==> config.mk <==
export PLATFORM = sky130hd
export DESIGN_NAME = lru_key_value_cache
export DESIGN_NICKNAME = d
export VERILOG_FILES = /design/src/rtl/lrukv_pkg.sv /design/src/rtl/lrukv_ctrl.sv /design/src/rtl/lrukv_dp.sv /design/src/rtl/lru_key_value_cache.sv
export SDC_FILE = /design/constraint.sdc
export NUM_CORES = 2
export LEC_CHECK = 0
export ABC_AREA = 1
export CAP_MARGIN = 20
export CORE_AREA = 2 2 244 486
export DETAILED_ROUTE_END_ITERATION = 10
export DIE_AREA = 0 0 246 488
export DONT_BUFFER_PORTS = 1
export PLACE_DENSITY = 0.66
export SYNTH_ARGS = -nofsm -noshare
export SYNTH_HDL_FRONTEND = slang
export SYNTH_SLANG_ARGS = --single-unit
==> constraint.sdc <==
create_clock -name aclk -period 13.8 [get_ports aclk]
set_input_delay 2.76 -clock aclk [delete_from_list [all_inputs] [get_ports aclk]]
set_output_delay 2.76 -clock aclk [all_outputs]
set_load 0.02 [all_outputs]
==> src/rtl/lrukv_pkg.sv <==
// Shared types, constants and control structures for the LRU key-value cache.
`default_nettype none

package lrukv_pkg;

    // Table geometry and field widths
    localparam int ENTRIES    = 16;
    localparam int KEY_BITS   = 32;
    localparam int VALUE_BITS = 32;
    localparam int IDX_W      = $clog2(ENTRIES);
    localparam int CNT_W      = $clog2(ENTRIES + 1);
    localparam int CAP_W      = 5;

    typedef logic [IDX_W-1:0]             idx_t;
    typedef logic [IDX_W-1:0]             age_t;
    typedef logic [CNT_W-1:0]             cnt_t;
    typedef logic [CAP_W-1:0]             cap_t;
    typedef logic signed [KEY_BITS-1:0]   key_t;
    typedef logic signed [VALUE_BITS-1:0] val_t;

    // Request operation codes
    localparam logic CMD_GET = 1'b0;
    localparam logic CMD_PUT = 1'b1;

    // Capacity after reset and the value returned by a missing get
    localparam cap_t CAP_RESET = cap_t'(16);
    localparam val_t VAL_MISS  = '1;

    // Controller states
    typedef enum logic {
        ST_IDLE,
        ST_EXEC
    } state_t;

    // Controller to datapath commands
    typedef struct packed {
        logic load;
        logic exec;
    } ctrl_cmd_t;

    // Datapath to controller status
    typedef struct packed {
        logic out_free;
    } dp_status_t;

endpackage

`default_nettype wire

==> src/rtl/lrukv_ctrl.sv <==
// Request sequencer: alternates between taking a request and executing it.
`default_nettype none

module lrukv_ctrl (
    input  wire logic                   aclk,
    input  wire logic                   aresetn,
    input  wire logic                   s_valid,
    output logic                        s_ready,
    input  wire lrukv_pkg::dp_status_t  status,
    output lrukv_pkg::ctrl_cmd_t        cmd
);

    lrukv_pkg::state_t state_reg;
    lrukv_pkg::state_t state_next;

    // Advance state
    always_ff @(posedge aclk) begin
        if (!aresetn) begin
            state_reg <= lrukv_pkg::ST_IDLE;
        end else begin
            state_reg <= state_next;
        end
    end

    // Next state: hold in execute until the result register can take the answer
    always_comb begin
        state_next = state_reg;
        case (state_reg)
            lrukv_pkg::ST_IDLE: begin
                if (s_valid) begin
                    state_next = lrukv_pkg::ST_EXEC;
                end
            end
            lrukv_pkg::ST_EXEC: begin
                if (status.out_free) begin
                    state_next = lrukv_pkg::ST_IDLE;
                end
            end
            default: state_next = lrukv_pkg::ST_IDLE;
        endcase
    end

    // Outputs: accept in idle, update the table once the result slot is free
    always_comb begin
        s_ready  = 1'b0;
        cmd.load = 1'b0;
        cmd.exec = 1'b0;
        case (state_reg)
            lrukv_pkg::ST_IDLE: begin
                s_ready  = 1'b1;
                cmd.load = s_valid;
            end
            lrukv_pkg::ST_EXEC: begin
                cmd.exec = status.out_free;
            end
            default: begin
                s_ready = 1'b0;
            end
        endcase
    end

endmodule

`default_nettype wire

==> src/rtl/lrukv_dp.sv <==
// Cache datapath: entry table, parallel key match, recency ages and result register.
`default_nettype none

module lrukv_dp (
    input  wire logic                   aclk,
    input  wire logic                   aresetn,
    input  wire logic                   cfg_wr_en,
    input  wire lrukv_pkg::cap_t        cfg_wr_data,
    input  wire logic                   s_cmd,
    input  wire lrukv_pkg::key_t        s_key,
    input  wire lrukv_pkg::val_t        s_value,
    input  wire lrukv_pkg::ctrl_cmd_t   cmd,
    output lrukv_pkg::dp_status_t       status,
    output logic                        m_valid,
    input  wire logic                   m_ready,
    output logic                        m_hit,
    output lrukv_pkg::val_t             m_read_value
);

    localparam int N = lrukv_pkg::ENTRIES;

    // Configuration and request holding registers
    lrukv_pkg::cap_t cap_reg;
    logic            req_cmd_reg;
    lrukv_pkg::key_t req_key_reg;
    lrukv_pkg::val_t req_value_reg;

    // Entry table
    lrukv_pkg::key_t key_reg   [N];
    lrukv_pkg::val_t value_reg [N];
    lrukv_pkg::age_t age_reg   [N];
    lrukv_pkg::age_t age_next  [N];
    logic [N-1:0]    valid_reg;
    logic [N-1:0]    valid_next;
    lrukv_pkg::cnt_t occ_reg;
    lrukv_pkg::cnt_t occ_next;

    // Result register
    logic            m_valid_reg;
    logic            m_valid_next;
    logic            m_hit_reg;
    lrukv_pkg::val_t m_read_value_reg;

    // Lookup and replacement decode
    logic [N-1:0]    hit_vec;
    logic [N-1:0]    evict_vec;
    logic            found;
    lrukv_pkg::idx_t found_idx;
    lrukv_pkg::idx_t evict_idx;
    lrukv_pkg::idx_t free_idx;
    lrukv_pkg::idx_t ins_idx;
    lrukv_pkg::age_t hit_age;
    lrukv_pkg::val_t hit_value;
    lrukv_pkg::age_t oldest_age;
    lrukv_pkg::cnt_t eff_cap;
    logic            need_evict;
    logic            is_put;
    logic            wr_key;
    logic            wr_val;
    lrukv_pkg::idx_t wr_idx;
    logic            res_hit;
    lrukv_pkg::val_t res_value;

    assign is_put     = (req_cmd_reg == lrukv_pkg::CMD_PUT);
    assign oldest_age = lrukv_pkg::age_t'(occ_reg - 1'b1);

    // Compare every entry against the request key; mark the oldest valid entry
    always_comb begin
        for (int i = 0; i < N; i++) begin
            hit_vec[i]   = valid_reg[i] && (key_reg[i] == req_key_reg);
            evict_vec[i] = valid_reg[i] && (age_reg[i] == oldest_age);
        end
    end

    // Encode the matching, oldest and lowest free slots
    always_comb begin
        found_idx = '0;
        evict_idx = '0;
        free_idx  = '0;
        for (int i = N - 1; i >= 0; i--) begin
            if (hit_vec[i]) begin
                found_idx = lrukv_pkg::idx_t'(i);
            end
            if (evict_vec[i]) begin
                evict_idx = lrukv_pkg::idx_t'(i);
            end
            if (!valid_reg[i]) begin
                free_idx = lrukv_pkg::idx_t'(i);
            end
        end
    end

    assign found     = |hit_vec;
    assign hit_age   = age_reg[found_idx];
    assign hit_value = value_reg[found_idx];

    // Clamp capacity into one to the table size
    always_comb begin
        if (cap_reg == '0) begin
            eff_cap = lrukv_pkg::cnt_t'(1);
        end else if (int'(cap_reg) > N) begin
            eff_cap = lrukv_pkg::cnt_t'(N);
        end else begin
            eff_cap = lrukv_pkg::cnt_t'(cap_reg);
        end
    end

    assign need_evict = (occ_reg >= eff_cap) && (occ_reg != '0) && (|evict_vec);
    assign ins_idx    = need_evict ? evict_idx : free_idx;

    // Form the result for this request
    always_comb begin
        res_hit = found;
        if (found) begin
            res_value = is_put ? req_value_reg : hit_value;
        end else begin
            res_value = is_put ? req_value_reg : lrukv_pkg::VAL_MISS;
        end
    end

    // Table update: hit refreshes recency, put miss inserts with optional eviction
    always_comb begin
        valid_next   = valid_reg;
        occ_next     = occ_reg;
        age_next     = age_reg;
        wr_key       = 1'b0;
        wr_val       = 1'b0;
        wr_idx       = found_idx;
        m_valid_next = m_valid_reg && !m_ready;
        if (cmd.exec) begin
            m_valid_next = 1'b1;
            if (found) begin
                wr_val = is_put;
                for (int i = 0; i < N; i++) begin
                    if (valid_reg[i] && (lrukv_pkg::idx_t'(i) != found_idx)
                            && (age_reg[i] < hit_age)) begin
                        age_next[i] = lrukv_pkg::age_t'(age_reg[i] + 1'b1);
                    end
                end
                age_next[found_idx] = '0;
            end else if (is_put) begin
                wr_key = 1'b1;
                wr_val = 1'b1;
                wr_idx = ins_idx;
                for (int i = 0; i < N; i++) begin
                    if (valid_reg[i]
                            && !(need_evict && (lrukv_pkg::idx_t'(i) == ins_idx))) begin
                        age_next[i] = lrukv_pkg::age_t'(age_reg[i] + 1'b1);
                    end
                end
                age_next[ins_idx]   = '0;
                valid_next[ins_idx] = 1'b1;
                if (!need_evict) begin
                    occ_next = lrukv_pkg::cnt_t'(occ_reg + 1'b1);
                end
            end
        end
    end

    // Control registers
    always_ff @(posedge aclk) begin
        if (!aresetn) begin
            cap_reg     <= lrukv_pkg::CAP_RESET;
            valid_reg   <= '0;
            occ_reg     <= '0;
            m_valid_reg <= 1'b0;
        end else begin
            if (cfg_wr_en) begin
                cap_reg <= cfg_wr_data;
            end
            valid_reg   <= valid_next;
            occ_reg     <= occ_next;
            m_valid_reg <= m_valid_next;
        end
    end

    // Capture the request
    always_ff @(posedge aclk) begin
        if (cmd.load) begin
            req_cmd_reg   <= s_cmd;
            req_key_reg   <= s_key;
            req_value_reg <= s_value;
        end
    end

    // Entry payload and ages
    always_ff @(posedge aclk) begin
        age_reg <= age_next;
        if (wr_key) begin
            key_reg[wr_idx] <= req_key_reg;
        end
        if (wr_val) begin
            value_reg[wr_idx] <= req_value_reg;
        end
    end

    // Result payload
    always_ff @(posedge aclk) begin
        if (cmd.exec) begin
            m_hit_reg        <= res_hit;
            m_read_value_reg <= res_value;
        end
    end

    assign status.out_free = !m_valid_reg || m_ready;
    assign m_valid         = m_valid_reg;
    assign m_hit           = m_hit_reg;
    assign m_read_value    = m_read_value_reg;

    a_occ_range: assert property (@(posedge aclk) disable iff (!aresetn)
        occ_reg <= lrukv_pkg::cnt_t'(N))
        else $error("occupancy above table size");

    a_occ_count: assert property (@(posedge aclk) disable iff (!aresetn)
        $countones(valid_reg) == int'(occ_reg))
        else $error("occupancy disagrees with valid bits");

    a_exec_free: assert property (@(posedge aclk) disable iff (!aresetn)
        cmd.exec |-> (!m_valid_reg || m_ready))
        else $error("update while result register still full");

    a_load_excl: assert property (@(posedge aclk) disable iff (!aresetn)
        cmd.load |-> !cmd.exec)
        else $error("request load and update in the same cycle");

    a_put_insert: assert property (@(posedge aclk) disable iff (!aresetn)
        (cmd.exec && !found && is_put) |=> valid_reg[$past(ins_idx)])
        else $error("inserted entry not marked valid");

endmodule

`default_nettype wire

==> src/rtl/lru_key_value_cache.sv <==
// A request is accepted in the idle state; in the execute state the controller matches
// and updates all entries and loads the result register, and no new request is taken
// until it returns to idle; a stalled result holds the update until the result
// register frees.
// Reset: synchronous, active low; clears valid bits, occupancy and the result
// register, and sets capacity to 16. No clearing pass is needed.
`default_nettype none

module lru_key_value_cache (
    input  wire logic                   aclk,
    input  wire logic                   aresetn,
    input  wire logic                   cfg_wr_en,
    input  wire lrukv_pkg::cap_t        cfg_wr_data,
    input  wire logic                   s_valid,
    output logic                        s_ready,
    input  wire logic                   s_cmd,
    input  wire lrukv_pkg::key_t        s_key,
    input  wire lrukv_pkg::val_t        s_value,
    output logic                        m_valid,
    input  wire logic                   m_ready,
    output logic                        m_hit,
    output lrukv_pkg::val_t             m_read_value
);

    lrukv_pkg::ctrl_cmd_t  cmd;
    lrukv_pkg::dp_status_t status;

    // Sequence requests
    lrukv_ctrl u_ctrl (
        .aclk    (aclk),
        .aresetn (aresetn),
        .s_valid (s_valid),
        .s_ready (s_ready),
        .status  (status),
        .cmd     (cmd)
    );

    // Hold the table and produce results
    lrukv_dp u_dp (
        .aclk         (aclk),
        .aresetn      (aresetn),
        .cfg_wr_en    (cfg_wr_en),
        .cfg_wr_data  (cfg_wr_data),
        .s_cmd        (s_cmd),
        .s_key        (s_key),
        .s_value      (s_value),
        .cmd          (cmd),
        .status       (status),
        .m_valid      (m_valid),
        .m_ready      (m_ready),
        .m_hit        (m_hit),
        .m_read_value (m_read_value)
    );

endmodule

`default_nettype wire

# After elaboration in Yosys (flattened, before gate mapping)
# Memory sizes are Yosys's and may differ from the RTL's.
# Index checks and enable logic that the tools add are counted.
[word_totals]
in_bits = 75
reg_bits = 190
output_inout_bits = 35
n_memories = 2
wordCells = 469
ram_bits = 1024
[memory_table]
columns = ["memory", "depth", "word_bits", "rd", "rd_clocked_by_memory_dff", "write_ports", "line_no", "text"]
rows = [
  ["u_dp.key_reg", 16, 32, 16, 0, 1, "lrukv_dp.sv:29", "lrukv_pkg::key_t key_reg [N];"],
  ["u_dp.value_reg", 16, 32, 1, 0, 1, "lrukv_dp.sv:30", "lrukv_pkg::val_t value_reg [N];"],
]
[op_classes]
reduce_logical = 131
n_eq_ne = 62
n_mux = 196
add_sub_neg = 18
bitwise = 10
order_cmp = 24
[op_table]
columns = ["cell", "n"]
rows = [
  ["4-bit 2-to-1 mux", 168],
  ["32-bit == test", 16],
  ["64-bit AND", 2],
  ["64-bit 2-to-1 mux", 2],
  ["64-bit inverter", 2],
  ["1-bit logical AND", 102],
  ["32-bit 2-to-1 mux", 3],
  ["4-bit by 1-bit adder with 4-bit output, second input constant", 16],
  ["4-bit == test", 16],
  ["4-bit less-than comparator", 16],
  ["4-bit demux with 4-bit select", 2],
  ["4-bit == test, first input constant", 8],
  ["4-bit != test, first input constant", 8],
  ["16-bit OR reduction", 2],
  ["1-bit zero test", 18],
  ["4-bit binary-select mux with 4-bit select", 1],
  ["3-bit by 4-bit == test with 1-bit output, first input constant", 4],
  ["1-bit 2-to-1 mux", 16],
  ["3-bit by 4-bit != test with 1-bit output, first input constant", 4],
  ["16-bit bitwise OR", 1],
  ["5-bit greater-or-equal comparator, second input constant", 2],
  ["5-bit by 1-bit less-than comparator with 1-bit output, second input constant", 2],
  ["5-bit 2-to-1 mux", 2],
  ["4-bit inverter with 5-bit output", 2],
  ["other kinds (22)", 26],
]

# Depth between registers and ports, before layout
[logic_depth]
ltp_word = 31
ltp_mapped = 42
depth_no_buf = 39

# Hierarchy
# Synthesis repeated with hierarchy kept, for this count alone.
[unflattened]
hier_cells = 5474
hier_area_um2 = 58549.9
[by_module_without_submodules]
columns = ["module", "n_inst", "cells_per_inst", "area_per_inst_um2"]
rows = [
  ["lrukv_dp", 1, 5465, 58497.4],
  ["lrukv_ctrl", 1, 9, 52.6],
]

# Worst setup path before layout
# OpenSTA, ideal clock, no wires.
[synth_path]
path_kind = "input to register"
start = "input port m_ready"
end = "register u_dp.age_reg[0] (netlist name) (enable)"
cell_stages = 4
arrival_time_ns = 7.439
path_buffers = 0
path_slack_ns = 5.787
setup_time_ns = 0.575
path_cell_list = "inv_1 nand2_1 nand2_1 o21ai_0"
[synth_via]
elab_chain_cells = 3
[synth_rtl]
columns = ["element", "line_no", "text"]
rows = [
  ["start: declaration", "lru_key_value_cache.sv:20", "input wire logic m_ready,"],
  ["1-bit logical OR", "lrukv_dp.sv:205", "assign status.out_free = !m_valid_reg || m_ready;"],
  ["1-bit 2-to-1 mux", "lrukv_ctrl.sv:48", "case (state_reg)"],
  ["2-bit AND reduction (no line)", "n/a", ""],
  ["end signal: assignment", "lrukv_dp.sv:188", "age_reg <= age_next;"],
  ["end: declaration", "lrukv_dp.sv:31", "lrukv_pkg::age_t age_reg [N];"],
]
# Every way passes these cells.
# A chain may end at the register's enable or synchronous reset.

# Worst setup path after layout
[layout_path]
start = "register u_dp.req_key_reg[15]"
end = "register u_dp.age_reg[19] (netlist name), data pin"
[layout_via]
elab_chain_cells = 29
word_cells_on_any_way = 68
[layout_rtl]
columns = ["element", "line_no", "text"]
rows = [
  ["start: declaration", "lrukv_dp.sv:25", "lrukv_pkg::key_t req_key_reg;"],
  ["start signal: assignment", "lrukv_dp.sv:181", "req_key_reg <= s_key;"],
  ["32-bit == test", "lrukv_dp.sv:70", "hit_vec[i] = valid_reg[i] && (key_reg[i] == req_key_reg);"],
  ["1-bit logical AND", "lrukv_dp.sv:70", ""],
  ["4-bit 2-to-1 mux (16 in a row)", "lrukv_dp.sv:81", "if (hit_vec[i]) begin"],
  ["4-bit inverter with 5-bit output (not written as such)", "lrukv_dp.sv:94, lrukv_dp.sv:140", ""],
  ["4-bit binary-select mux with 4-bit select", "lrukv_dp.sv:94", "assign hit_age = age_reg[found_idx];"],
  ["4-bit 2-to-1 mux (not written as such) (2 in a row)", "lrukv_dp.sv:94", ""],
  ["4-bit less-than comparator", "lrukv_dp.sv:136", "&& (age_reg[i] < hit_age)) begin"],
  ["1-bit logical AND", "lrukv_dp.sv:136", ""],
  ["4-bit 2-to-1 mux", "lrukv_dp.sv:135", "if (valid_reg[i] && (lrukv_pkg::idx_t'(i) != found_idx)"],
  ["4-bit 2-to-1 mux", "lrukv_dp.sv:132", "if (found) begin"],
  ["4-bit 2-to-1 mux", "lrukv_dp.sv:130", "if (cmd.exec) begin"],
  ["64-bit AND (no line)", "n/a", ""],
  ["64-bit 2-to-1 mux (*)", "lrukv_dp.sv:132", ""],
]
# Every way passes the cells marked *; elsewhere a longest branch is shown, timed or not. The select of a mux whose other input is x is not followed.

==> metrics <==
outcome=finished, final reports clean; RSZ-0062 raised after global routing=false; Worst Clk Skew=0.0665 ns; row cnt=177; 1st-iter DRT viols=4617; initial antenna violation count=14; Placed Area=60700 sq um; post-detail-place hpwl=136000 um; Mapped Cells=5671; Worst path most repeated cell=nand2_1; core area=116000 sq um; Worst path slowest cell=edfxtp_1; crit path from=u_dp.req_key_reg[15]$_DFFE_PP_; final instance area=64400 sq um; Post-synth EDFFs=1186; number of library cell types mapped by synthesis=79; Final Max Slew Viols=0; number of port buffers=0; post-synthesis async set-or-reset flop share=0; Setup-failing EPs final=0; Avg Cell Area, Syn=10.4 sq um; number of global-route vias before repair=45200; register area share after synthesis=0.615; Setup TNS Final=0 ns; TritonRoute pass-1 iters=10; Die X=246 um; I/O pins=110; pin count of the biggest net entering global routing=138; syn nets=5818; TritonCTS clock tree=built; relative slew slack=0.228; PnR worst setup slack=5.95 ns; Least-Margin Pin Slew=1.16 ns; final wirelength=211000 um; pre-CTS WS=6.25 ns; Max VDD drop=0.150 mV; f_max=0.127 GHz; Reg clk slew, reported paths=0.08 ns; Maximum Capacitance Violations=0; synth warn=0; worst path required time=14.32 ns; global-route wire length before repair=299000 um; min-delay worst type=flip-flop to flip-flop; Die Y=488 um; Reg2Reg Depth=27; min Tclk post-route=7.85 ns; multi-input logic area=19900 sq um; Root Buffer=clkbuf_16; hold path depth=2; postcts setup bufs=0; clk_lat worst skew=0.79 ns; Total GRT Usage=0.350; min-delay src=u_dp.occ_reg[4]$_SDFFE_PN0P_; initial core utilization=0.506; Fillers=10000; Area growth, synth to finish=9.47%; Num CTS Buffers=105; Yosys reg bits=1214; FF+latch area=36200 sq um; Cell Area, Synth=58800 sq um; Hold EP=u_dp.occ_reg[4]$_SDFFE_PN0P_; vias=45500; clock buffer depth=3; CP max FO=48; fraction of layout cells with a size suffix above 1=0.102; fin crit share=0.569; crit path DAT=8.37 ns; r2r setup slk=5.95 ns; Die ar.=120000 sq um; CP Launch Type=flip-flop; PD cells=121 nW/um^2; final hold vios=0; Util after Layout=0.554; gr ovfl total=0; H-tree levels=3; max incr delay on CP=0.83 ns; antenna viol nets, final=0; post_cts resized=0; NumNets Final=5843; Critical R2R Launch=u_dp.req_key_reg[15]$_DFFE_PP_; top_reg_cell synth=edfxtp_1; WS Path Type=flip-flop to flip-flop; GP Congestion=1.02; LEAKAGE=23.4 nW; Via density=6.22; Avg WL per Cell=28.8 um; FF-to-FF End=u_dp.age_reg[19]$_DFFE_PP_; DR DRC count=0; Worst Setup End Kind=flip-flop; Hold-fix buffers, CTS=0; Sink Count=1214
[cells in the final DEF, fill, tap and decap left out, types with 108 or more instances in the layout]
cell type / n
edfxtp_1: 1186
or2_2: 115
xnor2_1: 108
o21ai_0: 203
nand4_1: 270
a21oi_1: 118
inv_1: 441
nand3_1: 236
nor2_1: 293
nand2_1: 1610
buf_4: 115
[where the power goes]
part           switching (W)  internal [W]
logic               0.000382      0.000121
registers          0.0000589       0.00409
clock network        0.00145       0.00168
[cells in the mapped netlist, drive strengths merged, types with 2 or more instances]
| cell type | n | share of area |
|---|---|---|
| or4 | 24 | 0.0031 |
| a2111oi | 4 | 0.00060 |
| nand4 | 273 | 0.029 |
| edfxtp | 1186 | 0.61 |
| nor4b | 3 | 0.00066 |
| o2111a | 3 | 0.00057 |
| o221ai | 15 | 0.0022 |
| or2 | 124 | 0.013 |
| xnor2 | 109 | 0.016 |
| and2 | 8 | 0.00085 |
| clkbuf | 50 | 0.0032 |
| nand2 | 1670 | 0.11 |
| o21bai | 2 | 0.00026 |
| o21ai | 227 | 0.020 |
| nand3b | 27 | 0.0034 |
| o21a | 5 | 0.00064 |
| a22oi | 2 | 0.00026 |
| o22ai | 95 | 0.010 |
| xor2 | 91 | 0.014 |
| and3 | 3 | 0.00032 |
| a211o | 2 | 0.00030 |
| a221oi | 12 | 0.0018 |
| a31oi | 2 | 0.00032 |
| nor2 | 337 | 0.022 |
| a211oi | 31 | 0.0040 |
| a21oi | 120 | 0.010 |
| nor4 | 93 | 0.010 |
| nor3 | 55 | 0.0051 |
| ha | 72 | 0.015 |
| buf | 153 | 0.017 |
| o2111ai | 30 | 0.0045 |
| or3b | 2 | 0.00030 |
| nor3b | 14 | 0.0020 |
| nand3 | 239 | 0.021 |
| dfxtp | 28 | 0.0095 |
| o211ai | 29 | 0.0037 |
| a41oi | 33 | 0.0049 |
| inv | 491 | 0.031 |
[worst max-delay path: cells and delay by family (launching register included)]
kind                       cells  cell delay (ns)
and+or+nand+nor               16             3.59
buffers and inverters          6             1.85
AOI/OAI and AO/OA              4             1.01
DFF                            1             0.83
adders and majority gates      1             0.21
[through the flow]
stage	total power, W	cells	hold WS (ns)
after floorplan	0.00450	5671	0.477
after CTS	0.00778	7302	0.548
after global placement	0.00471	7105	0.518
final	0.00778	7314	0.546
after detailed placement	0.00471	7106	0.526
after global routing	0.00796	7308	0.569
[area by class of cell]
class | count | share of cell area
flip-flops and latches | 1214 | 0.562
multi-input cells | 3762 | 0.308
clock buffers | 123 | 0.0420
well taps | 1521 | 0.0295
inverters | 492 | 0.0289
repair buffers | 121 | 0.0154
clock inverters | 73 | 0.0141
diodes | 8 | 0.000311
[logic make-up after synthesis]
| logic type | Yosys count | synth area share |
|---|---|---|
| adders and majority gates | 72 | 0.0153 |
| DFF | 1214 | 0.615 |
| xor gates and xnor gates | 200 | 0.0302 |
| and+or+nand+nor | 2873 | 0.222 |
| AOI/OAI and AO/OA | 617 | 0.0655 |
| buffers and inverters | 695 | 0.0520 |
[how the worst max path moves through the flow]
stage	to	depth (start not counted)
detailed placement	u_dp.age_reg[3]$_DFFE_PP_	38
global route	u_dp.age_reg[3]$_DFFE_PP_	38
CTS	u_dp.age_reg[3]$_DFFE_PP_	36
global placement	u_dp.age_reg[16]$_DFFE_PP_	38
finish	u_dp.age_reg[19]$_DFFE_PP_	27
floorplan	u_dp.age_reg[0]$_DFFE_PP_	4
[metal layers]
| layer | part of all wire | GRT usage | up-vias |
|---|---|---|---|
| li1 | - | - | 20000 |
| met1 | 0.32 | 0.364 | 21900 |
| met2 | 0.49 | 0.598 | 2663 |
| met3 | 0.087 | 0.0748 | 947 |
| met4 | 0.098 | 0.295 | 10 |
| met5 | 0.00031 | 0 | - |
Note: power is estimated with default switching activity, not from simulation.
